**src/hdl/efsa_pkg.sv**
```systemverilog
// ----------------------------------------------------------------------------
// efsa_pkg: shared types and constants of the earliest free server assigner
// Widths, reset values, register indexes, controller states and the
// command and status bundles between controller and datapath.
// ----------------------------------------------------------------------------
package efsa_pkg;

  // Built pool size and derived index and count widths
  localparam int unsigned MAX_SERVERS = 128;
  localparam int unsigned IDX_W       = (MAX_SERVERS > 1) ? $clog2(MAX_SERVERS) : 1;
  localparam int unsigned CNT_W       = $clog2(MAX_SERVERS + 1);

  // Field widths
  localparam int unsigned TIME_W  = 17;
  localparam int unsigned SVC_W   = 8;
  localparam int unsigned SRV_W   = 8;
  localparam int unsigned FREE_W  = 24;
  localparam int unsigned SUM_W   = 40;
  localparam int unsigned JOBS_W  = 16;
  localparam int unsigned OIDX_W  = 7;
  localparam int unsigned PROD_W  = 14;
  localparam int unsigned CMP_W   = (SRV_W > CNT_W) ? SRV_W : CNT_W;

  // Configuration port
  localparam int unsigned CFG_IDX_W  = 2;
  localparam int unsigned CFG_DATA_W = 17;

  // Reset values and time constants
  localparam logic [SRV_W-1:0]  NUM_SERVERS_RST = SRV_W'(1);
  localparam logic [TIME_W-1:0] OPEN_TIME_RST   = TIME_W'(8 * 3600);
  localparam logic [TIME_W-1:0] CLOSE_TIME_RST  = TIME_W'(17 * 3600);
  localparam logic [5:0]        SECS_PER_MIN    = 6'd60;

  typedef enum logic [CFG_IDX_W-1:0] {
    CFG_NUM_SERVERS = 2'd0,
    CFG_OPEN_TIME   = 2'd1,
    CFG_CLOSE_TIME  = 2'd2
  } efsa_cfg_e;

  typedef enum logic [2:0] {
    S_IDLE,
    S_SCAN,
    S_DRAIN,
    S_CALC,
    S_COMMIT
  } efsa_state_e;

  // Controller to datapath
  typedef struct packed {
    logic load;    // latch the input word, start a new scan
    logic issue;   // read the next free time
    logic calc;    // form wait and new free time
    logic commit;  // write back, update totals, load the result word
  } efsa_cmd_t;

  // Datapath to controller
  typedef struct packed {
    logic reject;     // incoming word is refused
    logic scan_last;  // current read address is the last server in use
    logic out_free;   // result register can take a word this cycle
  } efsa_status_t;

endpackage

```
**src/hdl/efsa_ram.sv**
```systemverilog
// ----------------------------------------------------------------------------
// efsa_ram: generic single-port-write, single-port-read RAM
// One write and one registered read per cycle.
// ----------------------------------------------------------------------------
module efsa_ram #(
  parameter int unsigned WIDTH = 8,
  parameter int unsigned DEPTH = 16,
  localparam int unsigned AddrW = (DEPTH > 1) ? $clog2(DEPTH) : 1
) (
  input  logic             clk_i,
  input  logic             we_i,
  input  logic [AddrW-1:0] waddr_i,
  input  logic [WIDTH-1:0] wdata_i,
  input  logic             re_i,
  input  logic [AddrW-1:0] raddr_i,
  output logic [WIDTH-1:0] rdata_o
);

  logic [WIDTH-1:0] mem_q [DEPTH];
  logic [WIDTH-1:0] rdata_q;

  // Write port
  always_ff @(posedge clk_i) begin
    if (we_i) begin
      mem_q[waddr_i] <= wdata_i;
    end
  end

  // Registered read port
  always_ff @(posedge clk_i) begin
    if (re_i) begin
      rdata_q <= mem_q[raddr_i];
    end
  end

  assign rdata_o = rdata_q;

endmodule

```
**src/hdl/efsa_ctrl.sv**
```systemverilog
// ----------------------------------------------------------------------------
// efsa_ctrl: sequencing controller of the earliest free server assigner
// Steps one job: accept, scan, drain, calc, commit; a refusal goes to commit.
// ----------------------------------------------------------------------------
module efsa_ctrl (
  input  logic                  clk_i,
  input  logic                  rst_ni,
  input  logic                  in_valid_i,
  output logic                  in_ready_o,
  input  efsa_pkg::efsa_status_t status_i,
  output efsa_pkg::efsa_cmd_t    cmd_o
);

  import efsa_pkg::*;

  efsa_state_e state_q, state_d;

  // Next state
  always_comb begin
    state_d = state_q;
    case (state_q)
      S_IDLE: begin
        if (in_valid_i) begin
          state_d = status_i.reject ? S_COMMIT : S_SCAN;
        end
      end
      S_SCAN: begin
        if (status_i.scan_last) begin
          state_d = S_DRAIN;
        end
      end
      S_DRAIN:  state_d = S_CALC;
      S_CALC:   state_d = S_COMMIT;
      S_COMMIT: begin
        if (status_i.out_free) begin
          state_d = S_IDLE;
        end
      end
      default:  state_d = S_IDLE;
    endcase
  end

  // Outputs
  always_comb begin
    in_ready_o = 1'b0;
    cmd_o      = '0;
    case (state_q)
      S_IDLE: begin
        in_ready_o = 1'b1;
        cmd_o.load = in_valid_i;
      end
      S_SCAN:   cmd_o.issue  = 1'b1;
      S_DRAIN:  cmd_o        = '0;
      S_CALC:   cmd_o.calc   = 1'b1;
      S_COMMIT: cmd_o.commit = status_i.out_free;
      default:  cmd_o        = '0;
    endcase
  end

  // State register
  always_ff @(posedge clk_i or negedge rst_ni) begin
    if (!rst_ni) begin
      state_q <= S_IDLE;
    end else begin
      state_q <= state_d;
    end
  end

endmodule

```
**src/hdl/efsa_dp.sv**
```systemverilog
// ----------------------------------------------------------------------------
// efsa_dp: datapath of the earliest free server assigner
// Configuration registers, free-time RAM with valid bits, minimum scan,
// wait and free-time arithmetic, saturating totals and the result register.
// ----------------------------------------------------------------------------
module efsa_dp (
  input  logic                                 clk_i,
  input  logic                                 rst_ni,
  // Configuration
  input  logic                                 cfg_we_i,
  input  logic [efsa_pkg::CFG_IDX_W-1:0]       cfg_index_i,
  input  logic [efsa_pkg::CFG_DATA_W-1:0]      cfg_wdata_i,
  // Input word
  input  logic [efsa_pkg::TIME_W-1:0]          arrival_time_i,
  input  logic [efsa_pkg::SVC_W-1:0]           service_minutes_i,
  input  logic                                 last_job_i,
  // Result word
  output logic                                 out_valid_o,
  input  logic                                 out_ready_i,
  output logic                                 accepted_o,
  output logic [efsa_pkg::OIDX_W-1:0]          server_index_o,
  output logic [efsa_pkg::FREE_W-1:0]          wait_seconds_o,
  output logic [efsa_pkg::SUM_W-1:0]           total_wait_o,
  output logic [efsa_pkg::JOBS_W-1:0]          served_count_o,
  output logic                                 final_res_o,
  // Controller link
  input  efsa_pkg::efsa_cmd_t                  cmd_i,
  output efsa_pkg::efsa_status_t               status_o
);

  import efsa_pkg::*;

  // Configuration registers
  logic [SRV_W-1:0]  num_servers_q;
  logic [TIME_W-1:0] open_time_q;
  logic [TIME_W-1:0] close_time_q;

  // Job state
  logic [TIME_W-1:0] arr_q;
  logic [SVC_W-1:0]  svc_q;
  logic              last_q;
  logic              rej_q;
  logic              closed_q;

  // Scan state
  logic [IDX_W-1:0]  rd_idx_q;
  logic              cmp_vld_q;
  logic [IDX_W-1:0]  cmp_idx_q;
  logic              cmp_vbit_q;
  logic              first_q;
  logic [FREE_W-1:0] best_t_q;
  logic [IDX_W-1:0]  best_idx_q;

  // Arithmetic results
  logic [FREE_W-1:0] wait_q;
  logic [FREE_W-1:0] nf_q;

  // Free-time valid bits and totals
  logic [MAX_SERVERS-1:0] valid_q;
  logic [SUM_W-1:0]       wait_sum_q;
  logic [JOBS_W-1:0]      job_count_q;

  // Result register
  logic              out_valid_q;
  logic              out_acc_q;
  logic [OIDX_W-1:0] out_idx_q;
  logic [FREE_W-1:0] out_wait_q;
  logic [SUM_W-1:0]  out_total_q;
  logic [JOBS_W-1:0] out_count_q;
  logic              out_final_q;

  logic [FREE_W-1:0] rd_data;
  logic [CMP_W-1:0]  ns_ext;
  logic [CNT_W-1:0]  n_servers;
  logic [FREE_W-1:0] open_ext;
  logic [FREE_W-1:0] rd_ext;
  logic [FREE_W-1:0] eff_t;
  logic [FREE_W-1:0] arr_ext;
  logic [FREE_W-1:0] start_t;
  logic [FREE_W-1:0] wait_d;
  logic [PROD_W-1:0] svc_secs;
  logic [FREE_W:0]   nf_sum;
  logic [FREE_W-1:0] nf_d;
  logic [SUM_W:0]    sum_ext;
  logic [SUM_W-1:0]  wait_sum_d;
  logic [JOBS_W-1:0] job_count_d;
  logic              ram_we;

  // Clamp the server count into one to the built maximum
  always_comb begin
    ns_ext = CMP_W'(num_servers_q);
    if (ns_ext == '0) begin
      n_servers = CNT_W'(1);
    end else if (ns_ext > CMP_W'(MAX_SERVERS)) begin
      n_servers = CNT_W'(MAX_SERVERS);
    end else begin
      n_servers = CNT_W'(ns_ext);
    end
  end

  // Status toward the controller
  assign status_o.reject    = closed_q | (arrival_time_i > close_time_q);
  assign status_o.scan_last = (CNT_W'(rd_idx_q) == (n_servers - CNT_W'(1)));
  assign status_o.out_free  = ~out_valid_q | out_ready_i;

  // Free-time store
  assign ram_we = cmd_i.commit & ~rej_q;

  efsa_ram #(
    .WIDTH (FREE_W),
    .DEPTH (MAX_SERVERS)
  ) u_ram (
    .clk_i   (clk_i),
    .we_i    (ram_we),
    .waddr_i (best_idx_q),
    .wdata_i (nf_q),
    .re_i    (cmd_i.issue),
    .raddr_i (rd_idx_q),
    .rdata_o (rd_data)
  );

  // Effective free time of the word just read
  always_comb begin
    open_ext = FREE_W'(open_time_q);
    rd_ext   = cmp_vbit_q ? rd_data : '0;
    eff_t    = (rd_ext > open_ext) ? rd_ext : open_ext;
  end

  // Start, wait and new free time of the chosen server
  always_comb begin
    arr_ext  = FREE_W'(arr_q);
    start_t  = (best_t_q > arr_ext) ? best_t_q : arr_ext;
    wait_d   = (best_t_q > arr_ext) ? (best_t_q - arr_ext) : '0;
    svc_secs = PROD_W'(svc_q) * PROD_W'(SECS_PER_MIN);
    nf_sum   = (FREE_W + 1)'(start_t) + (FREE_W + 1)'(svc_secs);
    nf_d     = nf_sum[FREE_W] ? '1 : nf_sum[FREE_W-1:0];
  end

  // Saturating totals
  always_comb begin
    sum_ext    = (SUM_W + 1)'(wait_sum_q) + (SUM_W + 1)'(wait_q);
    wait_sum_d = sum_ext[SUM_W] ? '1 : sum_ext[SUM_W-1:0];
    job_count_d = (job_count_q == '1) ? job_count_q : job_count_q + JOBS_W'(1);
  end

  // Control registers: configuration, scan flags, valid bits, totals
  always_ff @(posedge clk_i or negedge rst_ni) begin
    if (!rst_ni) begin
      num_servers_q <= NUM_SERVERS_RST;
      open_time_q   <= OPEN_TIME_RST;
      close_time_q  <= CLOSE_TIME_RST;
      closed_q      <= 1'b0;
      rej_q         <= 1'b0;
      rd_idx_q      <= '0;
      cmp_vld_q     <= 1'b0;
      first_q       <= 1'b0;
      valid_q       <= '0;
      wait_sum_q    <= '0;
      job_count_q   <= '0;
      out_valid_q   <= 1'b0;
    end else begin
      // Take configuration writes, drop unknown indexes
      if (cfg_we_i) begin
        case (cfg_index_i)
          CFG_NUM_SERVERS: num_servers_q <= cfg_wdata_i[SRV_W-1:0];
          CFG_OPEN_TIME:   open_time_q   <= cfg_wdata_i[TIME_W-1:0];
          CFG_CLOSE_TIME:  close_time_q  <= cfg_wdata_i[TIME_W-1:0];
          default:         num_servers_q <= num_servers_q;
        endcase
      end
      // Start a new job
      if (cmd_i.load) begin
        rej_q    <= status_o.reject;
        closed_q <= status_o.reject;
        rd_idx_q <= '0;
        first_q  <= 1'b1;
      end
      // Advance the read address
      if (cmd_i.issue) begin
        rd_idx_q <= rd_idx_q + IDX_W'(1);
      end
      cmp_vld_q <= cmd_i.issue;
      if (cmp_vld_q) begin
        first_q <= 1'b0;
      end
      // Write back and count
      if (ram_we) begin
        valid_q[best_idx_q] <= 1'b1;
        wait_sum_q          <= wait_sum_d;
        job_count_q         <= job_count_d;
      end
      // Hold the result word until taken
      if (cmd_i.commit) begin
        out_valid_q <= 1'b1;
      end else if (out_ready_i) begin
        out_valid_q <= 1'b0;
      end
    end
  end

  // Payload registers
  always_ff @(posedge clk_i) begin
    if (cmd_i.load) begin
      arr_q <= arrival_time_i;
      svc_q <= service_minutes_i;
      last_q <= last_job_i;
    end
    if (cmd_i.issue) begin
      cmp_idx_q  <= rd_idx_q;
      cmp_vbit_q <= valid_q[rd_idx_q];
    end
    // Keep the earliest free time, lowest index on ties
    if (cmp_vld_q && (first_q || (eff_t < best_t_q))) begin
      best_t_q   <= eff_t;
      best_idx_q <= cmp_idx_q;
    end
    if (cmd_i.calc) begin
      wait_q <= wait_d;
      nf_q   <= nf_d;
    end
    if (cmd_i.commit) begin
      out_acc_q   <= ~rej_q;
      out_idx_q   <= rej_q ? '0 : OIDX_W'(best_idx_q);
      out_wait_q  <= rej_q ? '0 : wait_q;
      out_total_q <= rej_q ? wait_sum_q : wait_sum_d;
      out_count_q <= rej_q ? job_count_q : job_count_d;
      out_final_q <= last_q;
    end
  end

  assign out_valid_o    = out_valid_q;
  assign accepted_o     = out_acc_q;
  assign server_index_o = out_idx_q;
  assign wait_seconds_o = out_wait_q;
  assign total_wait_o   = out_total_q;
  assign served_count_o = out_count_q;
  assign final_res_o    = out_final_q;

endmodule

```
**src/hdl/earliest_free_server_assigner.sv**
```systemverilog
// ----------------------------------------------------------------------------
// earliest_free_server_assigner: first-come first-served job to server mapper
// An accepted job passes through scan, drain and calculate to commit, which
// loads its result word: the scan reads one stored free time per cycle from
// the single RAM read port over the servers in use. A refused job goes
// from acceptance straight to commit; commit waits for the result register.
// Reset is asynchronous, active low; it restores the configuration, clears all
// free times through valid bits, the totals and the closed flag at once.
// ----------------------------------------------------------------------------
module earliest_free_server_assigner (
  input  logic                            clk_i,
  input  logic                            rst_ni,
  // Configuration write port
  input  logic                            cfg_we_i,
  input  logic [efsa_pkg::CFG_IDX_W-1:0]  cfg_index_i,
  input  logic [efsa_pkg::CFG_DATA_W-1:0] cfg_wdata_i,
  // Input channel
  input  logic                            in_valid_i,
  output logic                            in_ready_o,
  input  logic [efsa_pkg::TIME_W-1:0]     arrival_time_i,
  input  logic [efsa_pkg::SVC_W-1:0]      service_minutes_i,
  input  logic                            last_job_i,
  // Output channel
  output logic                            out_valid_o,
  input  logic                            out_ready_i,
  output logic                            accepted_o,
  output logic [efsa_pkg::OIDX_W-1:0]     server_index_o,
  output logic [efsa_pkg::FREE_W-1:0]     wait_seconds_o,
  output logic [efsa_pkg::SUM_W-1:0]      total_wait_o,
  output logic [efsa_pkg::JOBS_W-1:0]     served_count_o,
  output logic                            final_res_o
);

  import efsa_pkg::*;

  efsa_cmd_t    cmd;
  efsa_status_t status;

  // Sequencer
  efsa_ctrl u_ctrl (
    .clk_i      (clk_i),
    .rst_ni     (rst_ni),
    .in_valid_i (in_valid_i),
    .in_ready_o (in_ready_o),
    .status_i   (status),
    .cmd_o      (cmd)
  );

  // Datapath
  efsa_dp u_dp (
    .clk_i             (clk_i),
    .rst_ni            (rst_ni),
    .cfg_we_i          (cfg_we_i),
    .cfg_index_i       (cfg_index_i),
    .cfg_wdata_i       (cfg_wdata_i),
    .arrival_time_i    (arrival_time_i),
    .service_minutes_i (service_minutes_i),
    .last_job_i        (last_job_i),
    .out_valid_o       (out_valid_o),
    .out_ready_i       (out_ready_i),
    .accepted_o        (accepted_o),
    .server_index_o    (server_index_o),
    .wait_seconds_o    (wait_seconds_o),
    .total_wait_o      (total_wait_o),
    .served_count_o    (served_count_o),
    .final_res_o       (final_res_o),
    .cmd_i             (cmd),
    .status_o          (status)
  );

endmodule

```
**config.mk**
```make
export PLATFORM = sky130hd
export DESIGN_NAME = earliest_free_server_assigner
export DESIGN_NICKNAME = d
export VERILOG_FILES = /design/src/hdl/efsa_pkg.sv /design/src/hdl/efsa_ram.sv /design/src/hdl/efsa_ctrl.sv /design/src/hdl/efsa_dp.sv /design/src/hdl/earliest_free_server_assigner.sv
export SDC_FILE = /design/constraint.sdc
export NUM_CORES = 2
export LEC_CHECK = 0
export BUFFER_PORTS_ARGS = -buffer_cell sky130_fd_sc_hd__clkbuf_2
export CAP_MARGIN = 20
export CORE_MARGIN = 1.5
export CORE_UTILIZATION = 55
export DETAILED_ROUTE_END_ITERATION = 10
export PLACE_DENSITY = 0.75
export SLEW_MARGIN = 10
export SYNTH_ARGS = -nofsm -noshare
export SYNTH_HDL_FRONTEND = slang
export SYNTH_HIERARCHICAL = 1
export SYNTH_SLANG_ARGS = --single-unit
```
**constraint.sdc**
```tcl
create_clock -name clk_i -period 13.2 [get_ports clk_i]
set_input_delay 2.64 -clock clk_i [delete_from_list [all_inputs] [get_ports clk_i]]
set_output_delay 2.64 -clock clk_i [all_outputs]
set_load 0.05 [all_outputs]
```
==> results by group <==
Critical path
  – Flop2flop setup slack: 7.29 ns
  – Worst-path fanout max: 25
  – CP Capture Type: flip-flop
  – CP most frequent cell: a21o_1
  – Critical Path Max Stage Delay: 0.71 ns
  – Worst EP arrival: 6.53 ns
  – CP required: 13.82 ns
  – Crit path kind: flip-flop to flip-flop
  – Slowest-stage cell, CP: edfxtp_1
  – CP startpoint kind: flip-flop
  – CP Cell Sequence: and2_1, ha_1, a21o_1, a21o_1, a21o_1, a2111oi_0, a22oi_1, buf_4, o21ai_0, ha_1, a21oi_1, nor2b_1, o211ai_1, a21oi_1, nor2_1, nand3_1, o211ai_1, o211a_1, buf_4

Floorplan
  – Overall die width: 510 um
  – CORE AREA: 255000 um^2
  – Initial Utilization: 55.4%
  – Die area: 260000 um^2
  – # IOs: 141
  – DIE HEIGHT: 510 um
  – Standard-cell rows: 185

CTS
  – Number of gates resized after CTS: 0
  – H-tree levels: 5
  – # Post-CTS Setup Buffers: 0
  – Root Driver: clkbuf_16
  – CTS Hold Bufs: 0
  – Worst-Skew Late Latency: 0.98 ns
  – Clock-pin transition on the worst setup and hold timing paths: 0.06 ns
  – TritonCTS buffer count: 347
  – CTS tree: yes
  – Largest buffer count on any clock path: 4
  – Clock sink count: 3538

Yosys
  – Area share of the largest cell type after synthesis: 70.2%
  – Synth area leaders: edfxtp_1 (70%), mux4_2 (17%), dfrtp_1 (4.0%)
  – Number of synthesized flops with an enable pin: 3298
  – #FFs+latches synth: 3538
  – Most common cell in the synthesized netlist: edfxtp_1
  – Gate count of the mapped netlist: 6588
  – Ys flop type: edfxtp_1
  – Post-Syn Nets: 6782
  – Commonest cells post-synth: edfxtp_1 (3298), mux4_2 (1050), nor2_1 (232)
  – Ys async rst share: 6.78%
  – Synth warn: 6
  – Synth area leader: edfxtp_1
  – Cell Area, Synth: 141000 um^2
  – Seq/Total Area, Yosys: 74.5%
  – Mean Syn Cell Area: 21.4 um^2
  – Cell variety after synth: 73

Routing
  – Routed wire length: 361000 um
  – Remaining DRCs: 0
  – WL per Instance: 33.9 um
  – TritonRoute pass-1 iters: 7
  – Post-DRT Antenna Nets: 0
  – Via Count: 71100
  – DRT iter0 DRCs: 11400
  – Via density: 6.69

Cells and area
  – Layout Utilization: 62.1%
  – Number of nets in the final layout: 7191
  – Share of cells above drive strength 1: 30.2%
  – Final Cell Area: 158000 um^2
  – Area Growth Syn to Fin: 12.1%
  – Fill cells: 16500

Timing
  – Worst clock skew: 0.0810 ns
  – Setup TNS: 0 ns
  – # setup viols final: 0
  – Rel. slew slack: 18.2%
  – Worst Tran Pin Value: 1.23 ns
  – Final period util: 44.8%
  – Hold Violations, Final: 0
  – Post-layout min period: 5.91 ns
  – Fmax: 169 MHz
  – Final Max Tran Viols: 0
  – RSZ-0062 raised after global routing: no

Pwr
  – Int Pwr: 19.6 mW
  – Switching power total: 6.62 mW
  – Clock share of power: 37.0%
  – PD cells: 166 nW/um^2
  – Leakage power: 51.0 nW
  – Seq pwr share: 47.6%
  – Total power: 26.2 mW
  – Switching part of the total: 25.2%
  – Peak supply drop: 0.160 mV
  – Combinational share of power: 15.4%

Placement
  – GPL Wtd Cong: 0.905
  – Placed inst area: 147000 um^2
  – Final HPWL DP: 207000 um
  – # port buffers: 140

Global routing
  – Initial antenna violation count: 30
  – Global-route wire length before repair: 516000 um
  – Global route overflow: 0
  – Vias in the first global route: 70600
  – Total GRT Usage: 28.0%
  – Largest net degree at the start of global routing: 129

Hold path
  – Worst hold path type: flip-flop to flip-flop

Flow run
  – Number of max-cap violations: 0

Status
  – Status: finished clean
placed cells by master (no fill, tap or decap), drive strengths merged, types with 128 or more instances in the layout:
cell	synthesis	final
nand2	141	141
inv	134	145
nor2	234	234
dfrtp	227	227
mux4	1050	1050
a21o	134	134
clkbuf	209	563
buf	113	241
edfxtp	3298	3298
ha	128	128
layer usage:
layer	GRT usage [%]	wire, um	up-vias
li1	-	-	28200
met1	39.6	131000	37300
met2	43.3	170000	4884
met3	6.04	43500	750
met4	11.0	15800	18
met5	0	95	-
worst paths after layout:
path | from | endpoint | depth (start not counted)
min | u_dp/cmp_idx_q[0] | u_dp/best_idx_q[0] | 0
max reg2reg | u_dp/cmp_vbit_q | u_dp/best_idx_q[4] | 19
min reg2reg | u_dp/cmp_idx_q[0] | u_dp/best_idx_q[0] | 0
max in group asynchronous | rst_ni | u_dp/valid_q[27] | 2
max | u_dp/cmp_vbit_q | u_dp/best_idx_q[4] | 19
min in group asynchronous | rst_ni | u_dp/wait_sum_q[34] | 1
stage by stage:
| step | instances | setup slack (ns) | hold slack (ns) |
|---|---|---|---|
| after floorplan | 6588 | 0.442 | 0.400 |
| after global placement | 10000 | 6.88 | 0.403 |
| after detailed placement | 10000 | 6.87 | 0.405 |
| after CTS | 10600 | 7.41 | 0.418 |
| after global routing | 10600 | 6.82 | 0.424 |
| final | 10600 | 7.29 | 0.421 |
logic make-up (layout without fill, tap and decap cells):
logic type               count (synthesis)  after routing  share of synthesized area, %
flip-flops                            3538           3538                          74.5
AO/OA/AOI/OAI                          494            494                          2.30
multiplexers                          1157           1157                          17.6
XOR/XNOR                                83             83                         0.515
AND/OR/NAND/NOR                        715            715                          2.44
other                                    0              9                             0
buffers and inverters                  457           1122                          1.31
adder cells (fa/ha/maj)                144            144                          1.36
flip-flops by register name, indices dropped and copies added (netlist names), 8 cells and up:
register and count:
u_dp/arr_q 17, u_dp/best_t_q 24, u_dp/close_time_q 17, u_dp/job_count_q 16
u_dp/nf_q 24, u_dp/ns_ext 8, u_dp/open_time_q 17, u_dp/served_count_o 16
u_dp/svc_q 8, u_dp/total_wait_o 40, u_dp/u_ram/mem_q 3072, u_dp/u_ram/rdata_o 24
u_dp/valid_q 128, u_dp/wait_q 24, u_dp/wait_seconds_o 24, u_dp/wait_sum_q 40
critical path: cells and delay by family (launching register included):
kind / cells / cell delay [ns]
AND/OR/NAND/NOR: 4 / 0.54
flip-flops: 1 / 0.71
adder cells (fa/ha/maj): 2 / 0.58
AO/OA/AOI/OAI: 11 / 2.94
buffers and inverters: 2 / 0.74
area by class of cell:
cell class                 instances  area (um^2)  area share [%]
multi-input combinational       2593        34600            21.9
clock inverter                   182         1780            1.12
inverter                         135          507           0.320
timing repair buffer             382         2760            1.75
sequential                      3538       105000            66.4
clock buffer                     423         9170            5.80
tap                             3366         4210            2.66
antenna                            9         22.5          0.0142
power by group through the flow:
| stage | registers (mW) | clock network [mW] | logic (mW) |
|---|---|---|---|
| final | 12.5 | 9.70 | 4.03 |
| after global routing | 12.5 | 10.2 | 4.24 |
| after CTS | 12.5 | 9.80 | 4.00 |
| after detailed placement | 12.7 | 0 | 3.94 |
| after global placement | 12.7 | 0 | 3.88 |
| after floorplan | 12.9 | 0 | 2.54 |
(Power assumes the default switching activity.)
